`config.mk`:
```
export PLATFORM = sky130hd
export DESIGN_NAME = midpoint_circle_rasterizer
export DESIGN_NICKNAME = d
export VERILOG_FILES = /design/src/mcr_pkg.sv /design/src/mcr_front.sv /design/src/mcr_queue.sv /design/src/mcr_back.sv /design/src/midpoint_circle_rasterizer.sv
export SDC_FILE = /design/constraint.sdc
export NUM_CORES = 1
export LEC_CHECK = 0
export ABC_AREA = 1
export BUFFER_PORTS_ARGS = -buffer_cell sky130_fd_sc_hd__buf_2
export CORE_MARGIN = 2
export CORE_UTILIZATION = 50
export CTS_CLUSTER_SIZE = 20
export DETAILED_ROUTE_END_ITERATION = 16
export PLACE_DENSITY = 0.63
export SLEW_MARGIN = 0
export SYNTH_ARGS = -nofsm -noshare
export SYNTH_HDL_FRONTEND = slang
export SYNTH_SLANG_ARGS = --single-unit
```
`constraint.sdc`:
```
create_clock -name aclk -period 4.4 [get_ports aclk]
set_input_delay 0.22 -clock aclk [delete_from_list [all_inputs] [get_ports aclk]]
set_output_delay 0.22 -clock aclk [all_outputs]
set_load 0.05 [all_outputs]
```
`src/mcr_pkg.sv`:
```
// Shared constants for the midpoint circle rasterizer.
// No dependencies; imported by the front, back and top-level modules.
package mcr_pkg;

    localparam logic MODE_START = 1'b0;
    localparam logic MODE_STEP  = 1'b1;

    localparam int GROUP_PIXELS = 8;
    localparam int IDX_BITS     = $clog2(GROUP_PIXELS);
    localparam logic [IDX_BITS-1:0] IDX_LAST = IDX_BITS'(GROUP_PIXELS - 1);

endpackage

```
`src/mcr_front.sv`:
```
// Front end: accepts start/step transfers, holds the octant state and the decision term,
// and emits one packed group descriptor {done, cx, cy, x, y} per plotted group.
// Depends on mcr_pkg.
module mcr_front #(
    parameter int COORD_BITS = 12
) (
    input  logic                      aclk,
    input  logic                      aresetn,
    input  logic                      accept,
    input  logic                      mode,
    input  logic [COORD_BITS-1:0]     center_x,
    input  logic [COORD_BITS-1:0]     center_y,
    input  logic [COORD_BITS-1:0]     radius,
    output logic                      push,
    output logic [4*COORD_BITS:0]     group
);
    import mcr_pkg::*;

    localparam int DEC_BITS = COORD_BITS + 4;
    localparam int EXT_BITS = DEC_BITS - COORD_BITS;

    logic [COORD_BITS-1:0]      x_reg, x_next;
    logic [COORD_BITS-1:0]      y_reg, y_next;
    logic [COORD_BITS-1:0]      cx_reg, cx_next;
    logic [COORD_BITS-1:0]      cy_reg, cy_next;
    logic signed [DEC_BITS-1:0] dec_reg, dec_next;
    logic                       active_reg, active_next;
    logic                       done;

    logic [COORD_BITS-1:0]      x_inc, y_dec;
    logic signed [DEC_BITS-1:0] x_inc_s, y_dec_s, diff_s;

    always_comb begin
        x_inc   = x_reg + COORD_BITS'(1);
        y_dec   = y_reg - COORD_BITS'(1);
        x_inc_s = signed'({{EXT_BITS{1'b0}}, x_inc});
        y_dec_s = signed'({{EXT_BITS{1'b0}}, y_dec});
        diff_s  = x_inc_s - y_dec_s;
    end

    always_comb begin
        x_next      = x_reg;
        y_next      = y_reg;
        cx_next     = cx_reg;
        cy_next     = cy_reg;
        dec_next    = dec_reg;
        active_next = active_reg;
        done        = 1'b0;
        push        = 1'b0;
        if (accept) begin
            if (mode == MODE_START) begin
                cx_next     = center_x;
                cy_next     = center_y;
                x_next      = '0;
                y_next      = radius;
                dec_next    = DEC_BITS'(1) - signed'({{EXT_BITS{1'b0}}, radius});
                done        = (radius == '0);
                active_next = !done;
                push        = 1'b1;
            end else if (active_reg) begin
                x_next = x_inc;
                if (dec_reg[DEC_BITS-1]) begin
                    dec_next = dec_reg + (x_inc_s <<< 1) + DEC_BITS'(3);
                end else begin
                    y_next   = y_dec;
                    dec_next = dec_reg + (diff_s <<< 1) + DEC_BITS'(5);
                end
                done        = (x_next >= y_next);
                active_next = !done;
                push        = 1'b1;
            end
        end
    end

    assign group = {done, cx_next, cy_next, x_next, y_next};

    always_ff @(posedge aclk) begin
        if (!aresetn) begin
            x_reg      <= '0;
            y_reg      <= '0;
            cx_reg     <= '0;
            cy_reg     <= '0;
            dec_reg    <= '0;
            active_reg <= 1'b0;
        end else begin
            x_reg      <= x_next;
            y_reg      <= y_next;
            cx_reg     <= cx_next;
            cy_reg     <= cy_next;
            dec_reg    <= dec_next;
            active_reg <= active_next;
        end
    end

endmodule

```
`src/mcr_queue.sv`:
```
// Two-entry group queue between the front and back ends.
// No package dependencies.
module mcr_queue #(
    parameter int WIDTH = 49
) (
    input  logic             aclk,
    input  logic             aresetn,
    input  logic             push,
    input  logic [WIDTH-1:0] push_data,
    output logic             full,
    input  logic             pop,
    output logic             head_valid,
    output logic [WIDTH-1:0] head_data
);

    logic [WIDTH-1:0] mem_reg [2];
    logic             wr_ptr_reg, rd_ptr_reg;
    logic [1:0]       count_reg, count_next;

    assign full       = (count_reg == 2'd2);
    assign head_valid = (count_reg != 2'd0);
    assign head_data  = mem_reg[rd_ptr_reg];

    always_comb begin
        count_next = count_reg;
        if (push && !pop) begin
            count_next = count_reg + 2'd1;
        end else if (pop && !push) begin
            count_next = count_reg - 2'd1;
        end
    end

    always_ff @(posedge aclk) begin
        if (push) begin
            mem_reg[wr_ptr_reg] <= push_data;
        end
    end

    always_ff @(posedge aclk) begin
        if (!aresetn) begin
            wr_ptr_reg <= 1'b0;
            rd_ptr_reg <= 1'b0;
            count_reg  <= 2'd0;
        end else begin
            if (push) begin
                wr_ptr_reg <= !wr_ptr_reg;
            end
            if (pop) begin
                rd_ptr_reg <= !rd_ptr_reg;
            end
            count_reg <= count_next;
        end
    end

endmodule

```
`src/mcr_back.sv`:
```
// Back end: walks the eight mirrored pixels of the head group into a registered output stage.
// Depends on mcr_pkg.
module mcr_back #(
    parameter int COORD_BITS = 12
) (
    input  logic                        aclk,
    input  logic                        aresetn,
    input  logic                        head_valid,
    input  logic [4*COORD_BITS:0]       head_data,
    output logic                        pop,
    output logic                        m_valid,
    input  logic                        m_ready,
    output logic signed [COORD_BITS+1:0] m_pixel_x,
    output logic signed [COORD_BITS+1:0] m_pixel_y,
    output logic                        m_last_of_run,
    output logic                        m_circle_done
);
    import mcr_pkg::*;

    localparam int PIX_BITS = COORD_BITS + 2;

    logic                       done;
    logic [COORD_BITS-1:0]      cx, cy, ox, oy;
    logic [IDX_BITS-1:0]        idx_reg;
    logic                       load;
    logic signed [PIX_BITS-1:0] base_x, base_y, off_x, off_y, px, py;

    logic                       valid_reg;
    logic signed [PIX_BITS-1:0] px_reg, py_reg;
    logic                       last_reg, done_reg;

    assign {done, cx, cy, ox, oy} = head_data;

    assign load = head_valid && (!valid_reg || m_ready);
    assign pop  = load && (idx_reg == IDX_LAST);

    always_comb begin
        base_x = signed'(PIX_BITS'(cx));
        base_y = signed'(PIX_BITS'(cy));
        off_x  = signed'(PIX_BITS'(idx_reg[2] ? oy : ox));
        off_y  = signed'(PIX_BITS'(idx_reg[2] ? ox : oy));
        px     = idx_reg[0] ? base_x - off_x : base_x + off_x;
        py     = idx_reg[1] ? base_y - off_y : base_y + off_y;
    end

    always_ff @(posedge aclk) begin
        if (load) begin
            px_reg   <= px;
            py_reg   <= py;
            last_reg <= (idx_reg == IDX_LAST);
            done_reg <= done;
        end
    end

    always_ff @(posedge aclk) begin
        if (!aresetn) begin
            valid_reg <= 1'b0;
            idx_reg   <= '0;
        end else begin
            if (load) begin
                valid_reg <= 1'b1;
                idx_reg   <= idx_reg + IDX_BITS'(1);
            end else if (m_ready) begin
                valid_reg <= 1'b0;
            end
        end
    end

    assign m_valid       = valid_reg;
    assign m_pixel_x     = px_reg;
    assign m_pixel_y     = py_reg;
    assign m_last_of_run = last_reg;
    assign m_circle_done = done_reg;

endmodule

```
`src/midpoint_circle_rasterizer.sv`:
```
// Midpoint circle rasterizer: front end updates the octant, back end serializes pixels.
// An item transfer writes its group into the queue; the back end then registers each
// pixel in its output stage, one pixel per cycle while m_ready is high and a group is
// queued; a two-entry group queue lets the front run ahead.
// Reset (aresetn, synchronous, active low) clears the octant state, queue and output.
// Depends on mcr_pkg, mcr_front, mcr_queue and mcr_back.
module midpoint_circle_rasterizer #(
    parameter int COORD_BITS = 12
) (
    input  logic                         aclk,
    input  logic                         aresetn,
    input  logic                         s_valid,
    output logic                         s_ready,
    input  logic                         s_mode,
    input  logic [COORD_BITS-1:0]        s_center_x,
    input  logic [COORD_BITS-1:0]        s_center_y,
    input  logic [COORD_BITS-1:0]        s_radius,
    output logic                         m_valid,
    input  logic                         m_ready,
    output logic signed [COORD_BITS+1:0] m_pixel_x,
    output logic signed [COORD_BITS+1:0] m_pixel_y,
    output logic                         m_last_of_run,
    output logic                         m_circle_done
);
    import mcr_pkg::*;

    localparam int GROUP_BITS = 4 * COORD_BITS + 1;

    logic                  accept;
    logic                  push, full, pop, head_valid;
    logic [GROUP_BITS-1:0] group, head_data;

    assign s_ready = !full;
    assign accept  = s_valid && s_ready;

    mcr_front #(.COORD_BITS(COORD_BITS)) u_front (
        .aclk     (aclk),
        .aresetn  (aresetn),
        .accept   (accept),
        .mode     (s_mode),
        .center_x (s_center_x),
        .center_y (s_center_y),
        .radius   (s_radius),
        .push     (push),
        .group    (group)
    );

    mcr_queue #(.WIDTH(GROUP_BITS)) u_queue (
        .aclk       (aclk),
        .aresetn    (aresetn),
        .push       (push),
        .push_data  (group),
        .full       (full),
        .pop        (pop),
        .head_valid (head_valid),
        .head_data  (head_data)
    );

    mcr_back #(.COORD_BITS(COORD_BITS)) u_back (
        .aclk          (aclk),
        .aresetn       (aresetn),
        .head_valid    (head_valid),
        .head_data     (head_data),
        .pop           (pop),
        .m_valid       (m_valid),
        .m_ready       (m_ready),
        .m_pixel_x     (m_pixel_x),
        .m_pixel_y     (m_pixel_y),
        .m_last_of_run (m_last_of_run),
        .m_circle_done (m_circle_done)
    );

endmodule

```
### Word-level counts from Yosys, hierarchy flattened

Memory sizes are Yosys's and may differ from the RTL's. A register that Yosys moved wholly into a read port is not among the register bits.
Cells that the tools add are included.
Widths: inputs -> output; s select.

* reduce and logical (&&, ||, !) cells: 19
* multiplexer cells: 37
* $add $sub $neg: 15
* order comparisons: 1
* equality and inequality tests: 3

Operator list (number)
* $mux 12: 16
* $mux 16: 3
* $add 13x14->14: 2
* $mux 14: 2
* $sub 13x14->14: 2
* $add 16x14->16: 1
* $add 16x16->16: 1
* $add 16x3->16 const B: 1
* $add 16x4->16 const B: 1
* $mux 1: 14
* $sub 1x12->13 const A: 1
* $sub 12x12->13: 1
* $add 12x1->12 const B: 1
* $ge 12x12->1: 1
* $logic_not 12->1: 1
* $sub 12x1->12 const B: 1
* $logic_not 1->1: 8
* $reduce_bool 2->1: 3
* $logic_and 1x1->1: 5
* $mux 2: 2
* $add 3x1->3 const B: 1
* $eq 3x3->1 const B: 1
* $add 2x1->2 const B: 1
* $eq 2x2->1 const B: 1
* other kinds (4): 4

* memories kept: 1
* bits in registers: 103
* word-level logic and storage cells: 91
* memory bits (writable): 98
* bits of input ports: 41
* output and inout bits: 32

Memory list
* u_queue.mem_reg: depth 2, bits a word 49, rd ports 1, clocked after Yosys merged registers in 1, write ports 1, RTL line mcr_queue.sv:16 `logic [WIDTH-1:0] mem_reg [2];`

### Longest topological paths before layout

Gate-level depths: netlist (run 1).

* depth after elaboration: 9
* mapped depth: 32

### Modules after synthesis

A second synthesis (run 1) with hierarchy kept.

* cell total of the unflattened synthesis: 1883
* area, all modules: 14601.5 µm²

By module, submodules not included
* mcr_front: instances 1, area each 6422.4 µm², cells each 990
* mcr_back: instances 1, area each 4356.7 µm², cells each 703
* mcr_queue: instances 1, area each 3808.7 µm², cells each 187
* midpoint_circle_rasterizer: instances 1, area each 13.8 µm², cells each 3

### Worst setup path after synthesis (run 1)

No wires, ideal clock.

* path type: register to register
* start: reg u_queue.count_reg[0]
* end: mem u_queue.mem_reg[1][0], enable pin
* path slack: 0.632 ns
* arrival: 3.311 ns
* buffers on the path: 1
* data required time: 3.943 ns
* setup time: 0.457 ns
* stages on the path, launching flop included: 8
* clock period less this slack: 3.768 ns
* cell sequence: dfxtp_1 > inv_2 > nand2_2 > nand2_2 > nor2_4 > nor2_4 > buf_2 > nor2_1

* longest elaborated chain between the ends: 6

RTL lines
* start, declared: RTL line mcr_queue.sv:18 `logic [1:0] count_reg, count_next;`
* start signal, assigned: RTL line mcr_queue.sv:51 `count_reg <= count_next;`
* $eq 2x2->1: RTL line mcr_queue.sv:20 `assign full = (count_reg == 2'd2);`
* $logic_not 1->1: RTL line midpoint_circle_rasterizer.sv:33 `assign s_ready = !full;`
* named net s_ready: RTL line midpoint_circle_rasterizer.sv:13 `output logic s_ready,`
* $logic_and 1x1->1: RTL line midpoint_circle_rasterizer.sv:34 `assign accept = s_valid && s_ready;`
* $mux 1: RTL line mcr_front.sv:50 `if (accept) begin`
* $mux 1: RTL line mcr_queue.sv:34 `if (push) begin`
* $mux 1 (not written as such): RTL line mcr_queue.sv:35 `mem_reg[wr_ptr_reg] <= push_data;`
* end, declared: RTL line mcr_queue.sv:16

The timed path passes the listed nets, and every way through them passes these cells.

### Final worst setup path (run 1)

* start: reg u_front.y_reg[0]
* end: reg u_front.dec_reg[15]

* longest elaborated chain between the ends: 7

RTL lines
* start, declared: RTL line mcr_front.sv:23 `logic [COORD_BITS-1:0] y_reg, y_next;`
* start signal, assigned: RTL line mcr_front.sv:87 `y_reg <= y_next;`
* $sub 12x1->12: RTL line mcr_front.sv:35 `y_dec = y_reg - COORD_BITS'(1);`
* $sub 12x12->13: RTL line mcr_front.sv:38 `diff_s = x_inc_s - y_dec_s;`
* $add 16x16->16: RTL line mcr_front.sv:66 `dec_next = dec_reg + (diff_s <<< 1) + DEC_BITS'(5);`
* $add 16x4->16: RTL line mcr_front.sv:66
* $mux 16: RTL line mcr_front.sv:62 `if (dec_reg[DEC_BITS-1]) begin`
* $mux 16: RTL line mcr_front.sv:60 `end else if (active_reg) begin`
* $mux 16: RTL line mcr_front.sv:51 `if (mode == MODE_START) begin`
* end signal, assigned: RTL line mcr_front.sv:90 `dec_reg <= dec_next;`
* end, declared: RTL line mcr_front.sv:26 `logic signed [DEC_BITS-1:0] dec_reg, dec_next;`

Every way passes these cells. The select of a mux whose other input is x is not followed.
A chain may end at the register's enable or synchronous reset.

==> results of run 1 <==
[cells in the mapped netlist, drive strengths merged, types with 2 or more instances]
master,number,area (um2)
nand2,290,1110
inv,244,916
a21oi,172,868
o21ai,167,843
ha,134,1680
edfxtp,128,3840
nor2,109,463
dfxtp,74,1480
nand3,58,305
xor2,49,429
clkbuf,31,119
a211oi,27,203
buf,25,125
mux2,23,259
nor3,17,101
a31oi,10,68.8
nand4,10,62.6
or2,10,62.6
o21bai,9,71.3
xnor2,9,78.8
a221oi,7,61.3
fa,7,140
o31ai,7,52.6
a21boi,6,45.0
a21o,6,45.0
o22ai,5,31.3
mux2i,4,40.0
o21a,4,30.0
nand3b,3,22.5
nor4,3,18.8
o211ai,2,15.0
[critical path: cells and delay by family (launching register included)]
kind	cells	cell delay, ns
adders and majority gates	4	1.20
and+or+nand+nor	15	1.18
AOI/OAI and AO/OA	4	0.70
xor gates and xnor gates	2	0.36
DFF	1	0.34
buffers and inverters	2	0.19
[logic make-up after synthesis]
group	after synthesis	synth area share [%]
compound gates	424	17.3
xor+xnor	58	3.73
fa+ha+maj	141	13.3
buf+inv	300	8.51
flops	202	39.1
mux	27	2.19
simple gates	503	15.9
[metal layers]
| metal | up-vias | wire, um |
|---|---|---|
| li1 | 5708 | - |
| met2 | 232 | 16400 |
| met1 | 5156 | 15100 |
| met4 | 0 | 989 |
| met3 | 62 | 1370 |
| met5 | - | 0 |
[how the worst max path moves through the flow]
stage | startpoint | to | slack (ns) | cells past startpoint
after floorplan | u_queue.count_reg[0] | u_queue.mem_reg[1][0] | 0.63 | 7
after global placement | u_front.x_reg[0] | u_front.dec_reg[15] | 0.28 | 27
after detailed placement | u_front.x_reg[0] | u_front.dec_reg[14] | 0.22 | 22
after CTS | u_front.y_reg[0] | u_front.dec_reg[15] | 0.19 | 31
after global routing | u_front.y_reg[0] | u_front.dec_reg[15] | -0.05 | 25
final | u_front.y_reg[0] | u_front.dec_reg[15] | 0.35 | 27
[power by group]
part	internal [W]	switching [W]	total, W
clock network	0.00102	0.000762	0.00178
logic	0.00104	0.00222	0.00326
registers	0.00237	0.000102	0.00247
[per-stage QoR]
| stage | setup WS (ns) | power [W] | setup TNS, ns |
|---|---|---|---|
| 3_5_place_dp | 0.216 | 0.00573 | 0 |
| 6_report | 0.345 | 0.00751 | 0 |
| 2_1_floorplan | 0.632 | 0.00494 | 0 |
| 3_3_place_gp | 0.285 | 0.00570 | 0 |
| 4_1_cts | 0.194 | 0.00752 | 0 |
| 5_1_grt | -0.0480 | 0.00807 | -0.0480 |
[repair_timing]
action | in CTS | in global routing
setup buffers | 0 | 3
gates resized for setup | 0 | 17
setup endpoints to repair | 0 | 7
[final cells by class]
| class | instances | area [um2] |
|---|---|---|
| clock buffers | 31 | 637 |
| multi-input cells | 1153 | 7240 |
| inverters | 244 | 916 |
| flip-flops and latches | 202 | 5330 |
| clock inverters | 10 | 57.6 |
| well taps | 341 | 427 |
| repair buffers | 92 | 523 |
| fillers | 2562 | 11700 |
==> results.py, run 1 <==
metrics = {
    "status": {
        "status": "finished clean",
    },
    "cts": {
        "cts-buffers-inserted": 23,
        "clkTransAtPathRegs_ns": 0.06,
        "cts_tree": "done",
        "h-tree-depth": 1,
        "clock_sinks": 202,
        "ctsHoldBuffers": 0,
        "clock_latency_ns": 0.52,
        "cts_buffer_depth": 3,
        "cts-root-buf": "clkbuf_16",
    },
    "job": {
        "max-cap-violations": 0,
    },
    "drt": {
        "routedWlPerCell_um": 16.3,
        "first_iter_violations": 665,
        "antenna_left": 0,
        "via_per_inst": 5.38,
        "routed_wl_um": 33900,
        "drc": 0,
        "vias": 11200,
        "drt_first_pass_iters": 5,
    },
    "finish": {
        "largest_reg_flops": 98,
        "mostFrequentLayoutCell": "nand2_1",
        "drive_gt1_share_pct": 12.2,
        "fin_area_um2": 15100,
        "final_core_util_pct": 56.3,
        "final_cells": 2073,
        "n_antenna_cell": 0,
        "fin_nets": 1898,
        "mostFrequentLayoutCells": "nand2_1, inv_1, a21oi_1, o21ai_0, ha_1",
        "syn_to_final_growth_pct": 11.0,
    },
    "global_route": {
        "grt_pass1_wl_um": 54500,
        "antenna_found_initial": 0,
        "grt_pass1_vias": 10800,
        "top_usage_layer": "met2",
        "grt_overflow": 0,
        "grt_max_degree": 57,
        "met3_usage_pct": 2.36,
        "grt_usage_pct": 24.0,
        "use_met2_pct": 43.1,
        "met1_usage_pct": 30.3,
    },
    "pwr": {
        "leakage_nw": 6.95,
        "peakVddDrop_mv": 0.289,
        "power_density_nw_per_um2": 496,
    },
    "critical_path": {
        "cpMostUsedCell": "nand2_1",
        "worstPathRequired_ns": 4.85,
        "reg2reg_depth": 27,
        "end_kind": "register",
        "worstPathArrival_ns": 4.51,
        "path_class": "reg -> reg",
        "rrSetupSlack_ns": 0.35,
        "worstPathMaxFanout": 6,
        "slowest_stage": "ha_1",
        "slowest_delay_ns": 0.37,
        "start_kind": "register",
        "r2r-start": "u_front.y_reg[0]",
        "r2r_end": "u_front.dec_reg[15]",
    },
    "floorplan": {
        "die-area_um2": 28600,
        "initial_core_util_pct": 50.7,
        "die_w_um": 169,
        "core_um2": 26900,
        "dieHeight_um": 169,
        "fp-row-count": 60,
        "io-pin-count": 73,
    },
    "place": {
        "gp_congestion": 0.906,
        "post-place-cells": 2029,
        "portBuffers": 72,
        "placed_area_um2": 14300,
        "hpwl_um": 25700,
    },
    "yosys": {
        "post_synth_num_cell_types": 54,
        "synth_area_per_cell_um2": 8.23,
        "synth_edf_count": 128,
        "ys_warn_count": 0,
        "ys_seq_area_share_pct": 39.1,
        "synth-main-ff-cell": "edfxtp_1",
        "synthArstFlopShare_pct": 0,
        "synth_nets": 1837,
        "synth-seq-cells": 202,
        "syn_inst": 1655,
        "syn_area_um2": 13600,
    },
    "sta": {
        "relSlewSlack_pct": 22.4,
        "hold_viol_final": 0,
        "min_period_ns": 4.05,
        "drv_slew": 0,
        "setup_viol": 0,
        "fin_skew_ns": 0.0126,
        "whs_ns": 0.0306,
        "max_freq_ghz": 0.247,
        "min_period_over_period_pct": 92.2,
        "tightest_slew_ns": 1.16,
    },
    "worst_hold_path": {
        "holdCritStartpoint": "m_ready",
        "worstHoldPathCells": 4,
        "min_path_type": "in -> reg",
        "whs_endpoint": "u_back.m_valid",
    },
}
(Power assumes the default switching activity.)
==> run 2: changes to the inputs <==
--- a/config.mk
+++ b/config.mk
@@ -7,11 +7,14 @@
 export LEC_CHECK = 0
 export ABC_AREA = 1
 export BUFFER_PORTS_ARGS = -buffer_cell sky130_fd_sc_hd__buf_2
+export CELL_PAD_IN_SITES_DETAIL_PLACEMENT = 1
+export CELL_PAD_IN_SITES_GLOBAL_PLACEMENT = 1
 export CORE_MARGIN = 2
-export CORE_UTILIZATION = 50
+export CORE_UTILIZATION = 47
 export CTS_CLUSTER_SIZE = 20
 export DETAILED_ROUTE_END_ITERATION = 16
-export PLACE_DENSITY = 0.63
+export GPL_ROUTABILITY_DRIVEN = 0
+export PLACE_DENSITY = 0.77
 export SLEW_MARGIN = 0
 export SYNTH_ARGS = -nofsm -noshare
 export SYNTH_HDL_FRONTEND = slang
==> results.py, run 2 (synthesis gave the netlist of run 1 again) <==
metrics = {
    "global_route": {
        "met1_usage_pct": 30.6,
        "grt_pass1_wl_um": 63200,
        "grt_usage_pct": 26.0,
        "top_usage_layer": "met2",
        "met3_usage_pct": 3.26,
        "use_met2_pct": 47.9,
        "antenna_found_initial": 0,
        "grt_pass1_vias": 12300,
        "grt_max_degree": 54,
        "grt_overflow": 0,
    },
    "pwr": {
        "peakVddDrop_mv": 0.243,
        "switching_power_w": 0.00324,
        "leakage_nw": 6.99,
        "power_density_nw_per_um2": 509,
        "switching_share_pct": 41.4,
        "comb_power_share_pct": 43.9,
        "p_clk_share_pct": 24.3,
        "power.share.sequential_pct": 31.8,
        "power.internal_w": 0.00457,
    },
    "cts": {
        "cts-root-buf": "clkbuf_16",
        "clock_latency_ns": 0.51,
        "h-tree-depth": 1,
        "clkTransAtPathRegs_ns": 0.06,
        "cts_buffer_depth": 3,
        "cts_tree": "done",
        "cts-buffers-inserted": 23,
        "ctsHoldBuffers": 0,
        "clock_sinks": 202,
    },
    "sta": {
        "hold_viol_final": 0,
        "max_freq_ghz": 0.244,
        "min_period_over_period_pct": 93.1,
        "setup_viol": 0,
        "relSlewSlack_pct": 25.3,
        "fin_skew_ns": 0.0127,
        "whs_ns": 0.0245,
        "min_period_ns": 4.10,
        "drv_slew": 0,
        "fin_setup_tns_ns": 0,
        "tightest_slew_ns": 1.12,
    },
    "worst_hold_path": {
        "min_path_type": "in -> reg",
    },
    "drt": {
        "drt_first_pass_iters": 5,
        "first_iter_violations": 565,
        "vias": 11600,
        "routed_wl_um": 39700,
        "via_per_inst": 5.48,
        "antenna_left": 0,
        "drc": 0,
        "routedWlPerCell_um": 18.7,
    },
    "critical_path": {
        "slowest_delay_ns": 0.38,
        "worst-path-buf-inv": 3,
        "worstPathMaxFanout": 6,
        "slowest_stage": "dfxtp_4",
        "start_kind": "register",
        "crit_family": "simple AND/OR/NAND/NOR gates",
        "end_kind": "register",
        "path_class": "reg -> reg",
        "worstPathArrival_ns": 4.54,
        "cpMostUsedCell": "nand2_1",
        "worstPathRequired_ns": 4.85,
    },
    "finish": {
        "nFillCells": 3451,
        "n_antenna_cell": 0,
        "final_core_util_pct": 53.6,
        "largest_reg_flops": 98,
        "drive_gt1_share_pct": 13.3,
        "fin_nets": 1907,
        "mostFrequentLayoutCell": "nand2_1",
        "mostFrequentLayoutCells": "nand2_1, inv_1, a21oi_1, o21ai_0, edfxtp_1",
        "syn_to_final_growth_pct": 12.6,
    },
    "job": {
        "max-cap-violations": 0,
    },
    "floorplan": {
        "initial_core_util_pct": 47.6,
        "io-pin-count": 73,
        "core_um2": 28600,
        "dieHeight_um": 174,
        "fp-row-count": 62,
        "die_w_um": 174,
        "die-area_um2": 30400,
    },
    "place": {
        "hpwl_um": 30000,
        "portBuffers": 72,
    },
    "status": {
        "status": "finished clean",
    },
}
run 2: cell types whose count changed in the layout (fill, tap and decap cells not counted), moves of 2 or more:
| cell | delta |
|---|---|
| ha_1 | -5 |
| dfxtp_1 | -2 |
| clkinvlp_4 | +2 |
| buf_4 | +10 |
| a21oi_1 | -2 |
| bufinv_16 | +2 |
| ha_4 | +5 |
run 2: timing repair:
action | in CTS | in global routing
resized for setup | 0 | 29
setup endpoints to repair | 0 | 7
setup buffers | 0 | 7
run 2: worst reg2reg max path: cells and delay by family (launching register included):
family,cells,cell delay (ns)
flip-flops,1,0.38
XOR/XNOR,2,0.34
AND/OR/NAND/NOR,17,1.52
adder cells (fa/ha/maj),3,0.92
AO/OA/AOI/OAI,3,0.47
buffers and inverters,3,0.41
run 2: cell type report:
| class | count | area, um2 | share of cell area, % |
|---|---|---|---|
| multi-input cells | 1153 | 7300 | 47.6 |
| clock buffers | 30 | 622 | 4.05 |
| repair buffers | 101 | 578 | 3.77 |
| well taps | 384 | 480 | 3.13 |
| clock inverters | 11 | 110 | 0.717 |
| inverters | 244 | 916 | 5.97 |
| flip-flops and latches | 202 | 5340 | 34.8 |
run 2: routing by layer:
layer / part of all wire (%) / vias to the layer above
li1: - / 5733
met1: 42 / 5629
met2: 51 / 200
met3: 3.5 / 81
met4: 3.7 / 0
met5: 0 / -
run 2: through the flow:
stage          std cells  power (W)  area, um2  worst slack, ns
2_1_floorplan       1655    0.00494      13600            0.632
3_3_place_gp        2077    0.00571      14400            0.285
3_5_place_dp        2077    0.00584      14400           0.0997
4_1_cts             2118    0.00776      15100           0.0723
5_1_grt             2125    0.00834      15300          -0.0334
6_report            2125    0.00781      15300            0.303
run 2: worst paths after layout:
kind,slack [ns],cells past startpoint,start,to
worst max-delay path,0.30,28,u_front.x_reg[0],u_front.dec_reg[15]
worst min-delay path,0.02,3,s_center_x[0],u_front.cx_reg[0]
worst max register to register,0.30,28,u_front.x_reg[0],u_front.dec_reg[15]
worst min register to register,0.47,2,u_front.cx_reg[0],u_front.cx_reg[0]
run 2: power by group through the flow:
stage | Combinational, W | Sequential (W) | Clock [W]
finish | 0.00343 | 0.00248 | 0.00190
global route | 0.00381 | 0.00251 | 0.00201
CTS | 0.00334 | 0.00249 | 0.00193
detailed placement | 0.00331 | 0.00252 | 0
global placement | 0.00321 | 0.00251 | 0
floorplan | 0.00208 | 0.00286 | 0
==> run 3: changes to the inputs <==
--- a/config.mk
+++ b/config.mk
@@ -6,7 +6,7 @@
 export NUM_CORES = 1
 export LEC_CHECK = 0
 export ABC_AREA = 1
-export BUFFER_PORTS_ARGS = -buffer_cell sky130_fd_sc_hd__buf_2
+export BUFFER_PORTS_ARGS = -buffer_cell sky130_fd_sc_hd__buf_4
 export CELL_PAD_IN_SITES_DETAIL_PLACEMENT = 1
 export CELL_PAD_IN_SITES_GLOBAL_PLACEMENT = 1
 export CORE_MARGIN = 2
==> results.py, run 3 (synthesis gave the netlist of run 1 again) <==
metrics = {
    "critical_path": {
        "worstPathMaxFanout": 7,
        "crit_family": "simple AND/OR/NAND/NOR gates",
        "slowest_stage": "ha_1",
        "worst-path-buf-inv": 1,
        "worstPathRequired_ns": 4.85,
        "cpMostUsedCell": "nand2_1",
        "start_kind": "register",
        "end_kind": "register",
        "path_class": "reg -> reg",
        "slowest_delay_ns": 0.42,
        "worstPathArrival_ns": 4.57,
    },
    "finish": {
        "ff_latch_area_um2": 5330,
        "n_antenna_cell": 0,
        "multi_input_area_um2": 7250,
        "mostFrequentLayoutCell": "nand2_1",
        "largest_reg_flops": 98,
        "fin_nets": 1903,
        "fin_area_um2": 15500,
        "final_core_util_pct": 54.1,
        "nFillCells": 3456,
        "syn_to_final_growth_pct": 13.7,
        "mostFrequentLayoutCells": "nand2_1, inv_1, a21oi_1, o21ai_0, ha_1",
        "drive_gt1_share_pct": 12.9,
    },
    "place": {
        "hpwl_um": 29900,
        "portBuffers": 72,
        "placed_area_um2": 14600,
        "pre_cts_slack_ns": 0.0890,
    },
    "sta": {
        "hold_viol_final": 0,
        "setup_viol": 0,
        "relSlewSlack_pct": 24.2,
        "rsz0062_at_grt": "yes",
        "tightest_slew_ns": 1.14,
        "min_period_ns": 4.13,
        "fin_setup_tns_ns": 0,
        "fin_skew_ns": 0.00991,
        "setup_slack_ns": 0.274,
        "drv_slew": 0,
        "min_period_over_period_pct": 93.8,
        "max_freq_ghz": 0.242,
    },
    "drt": {
        "routedWlPerCell_um": 18.9,
        "first_iter_violations": 554,
        "antenna_left": 0,
        "drt_first_pass_iters": 5,
        "via_per_inst": 5.52,
        "drc": 0,
        "vias": 11700,
        "routed_wl_um": 40200,
    },
    "global_route": {
        "grt_pass1_wl_um": 64100,
        "grt_pass1_vias": 12500,
        "grt_max_degree": 52,
        "grt_overflow": 0,
        "grt_usage_pct": 26.4,
        "antenna_found_initial": 0,
    },
    "floorplan": {
        "dieHeight_um": 174,
        "initial_core_util_pct": 47.6,
        "core_um2": 28600,
        "fp-row-count": 62,
        "io-pin-count": 73,
        "die_w_um": 174,
        "die-area_um2": 30400,
    },
    "pwr": {
        "leakage_nw": 7.07,
        "power_density_nw_per_um2": 515,
        "peakVddDrop_mv": 0.246,
    },
    "cts": {
        "cts_tree": "done",
        "cts-buffers-inserted": 23,
        "clock_sinks": 202,
        "clkTransAtPathRegs_ns": 0.06,
        "h-tree-depth": 1,
        "cts_buffer_depth": 3,
        "cts-root-buf": "clkbuf_16",
        "clock_latency_ns": 0.52,
    },
    "job": {
        "max-cap-violations": 0,
    },
    "status": {
        "status": "finished clean",
    },
    "worst_hold_path": {
        "min_path_type": "in -> reg",
    },
}
==> run 3: cell count changes in the layout (fill, tap and decap cells not counted), moves of 3 or more <==
cell	change
inv_6	+3
buf_2	-72
ha_4	-4
ha_1	+4
buf_4	+67
==> run 3: cell type report <==
cell class / instances / area share, %
multi-input combinational: 1153 / 46.8
sequential: 202 / 34.4
inverter: 244 / 5.91
timing repair buffer: 97 / 4.71
clock buffer: 28 / 4.04
tap: 384 / 3.10
clock inverter: 13 / 1.07
==> run 3: layer usage <==
layer	vias up	share of wire, %	GRT usage (%)	wire, um
li1	5731	-	-	-
met1	5676	41	30.3	16500
met2	214	52	50.0	21000
met3	78	3.2	2.91	1280
met4	0	3.3	9.66	1320
met5	-	0	0	0
==> run 3: per-stage QoR <==
stage | hold slack [ns] | total power (W) | std cells
4_1_cts | 0.00426 | 0.00797 | 2119
5_1_grt | 0.0222 | 0.00852 | 2121
3_5_place_dp | 0.459 | 0.00592 | 2077
6_report | 0.0205 | 0.00798 | 2121
3_3_place_gp | 0.454 | 0.00579 | 2077
2_1_floorplan | 0.358 | 0.00494 | 1655
==> run 3: worst min-delay path, delay by kind of cell <==
| family | cells | cell delay [ns] |
|---|---|---|
| compound gates | 1 | 0.15 |
| simple gates | 1 | 0.04 |
| buf+inv | 1 | 0.08 |
==> run 3: power by group <==
group	switching (W)	total [W]	internal (W)
registers	0.000119	0.00249	0.00237
clock network	0.000820	0.00202	0.00120
logic	0.00233	0.00347	0.00114
total	0.00327	0.00798	0.00471
==> run 3: final timing paths <==
| path | from | endpoint | slack, ns | depth (start not counted) |
|---|---|---|---|---|
| setup / recovery | u_front.y_reg[0] | u_front.dec_reg[15] | 0.27 | 26 |
| hold / removal | s_center_x[3] | u_front.cx_reg[3] | 0.02 | 3 |
| setup reg to reg | u_front.y_reg[0] | u_front.dec_reg[15] | 0.27 | 26 |
| hold reg to reg | u_front.cx_reg[0] | u_front.cx_reg[0] | 0.48 | 2 |
==> run 3: what timing repair did <==
action	4_1_cts	5_1_grt
buffers inserted	0	2
endpoints found under the hold margin	1	0
endpoints found under the setup margin	0	6
hold buffers	1	0
gates resized for setup	0	20
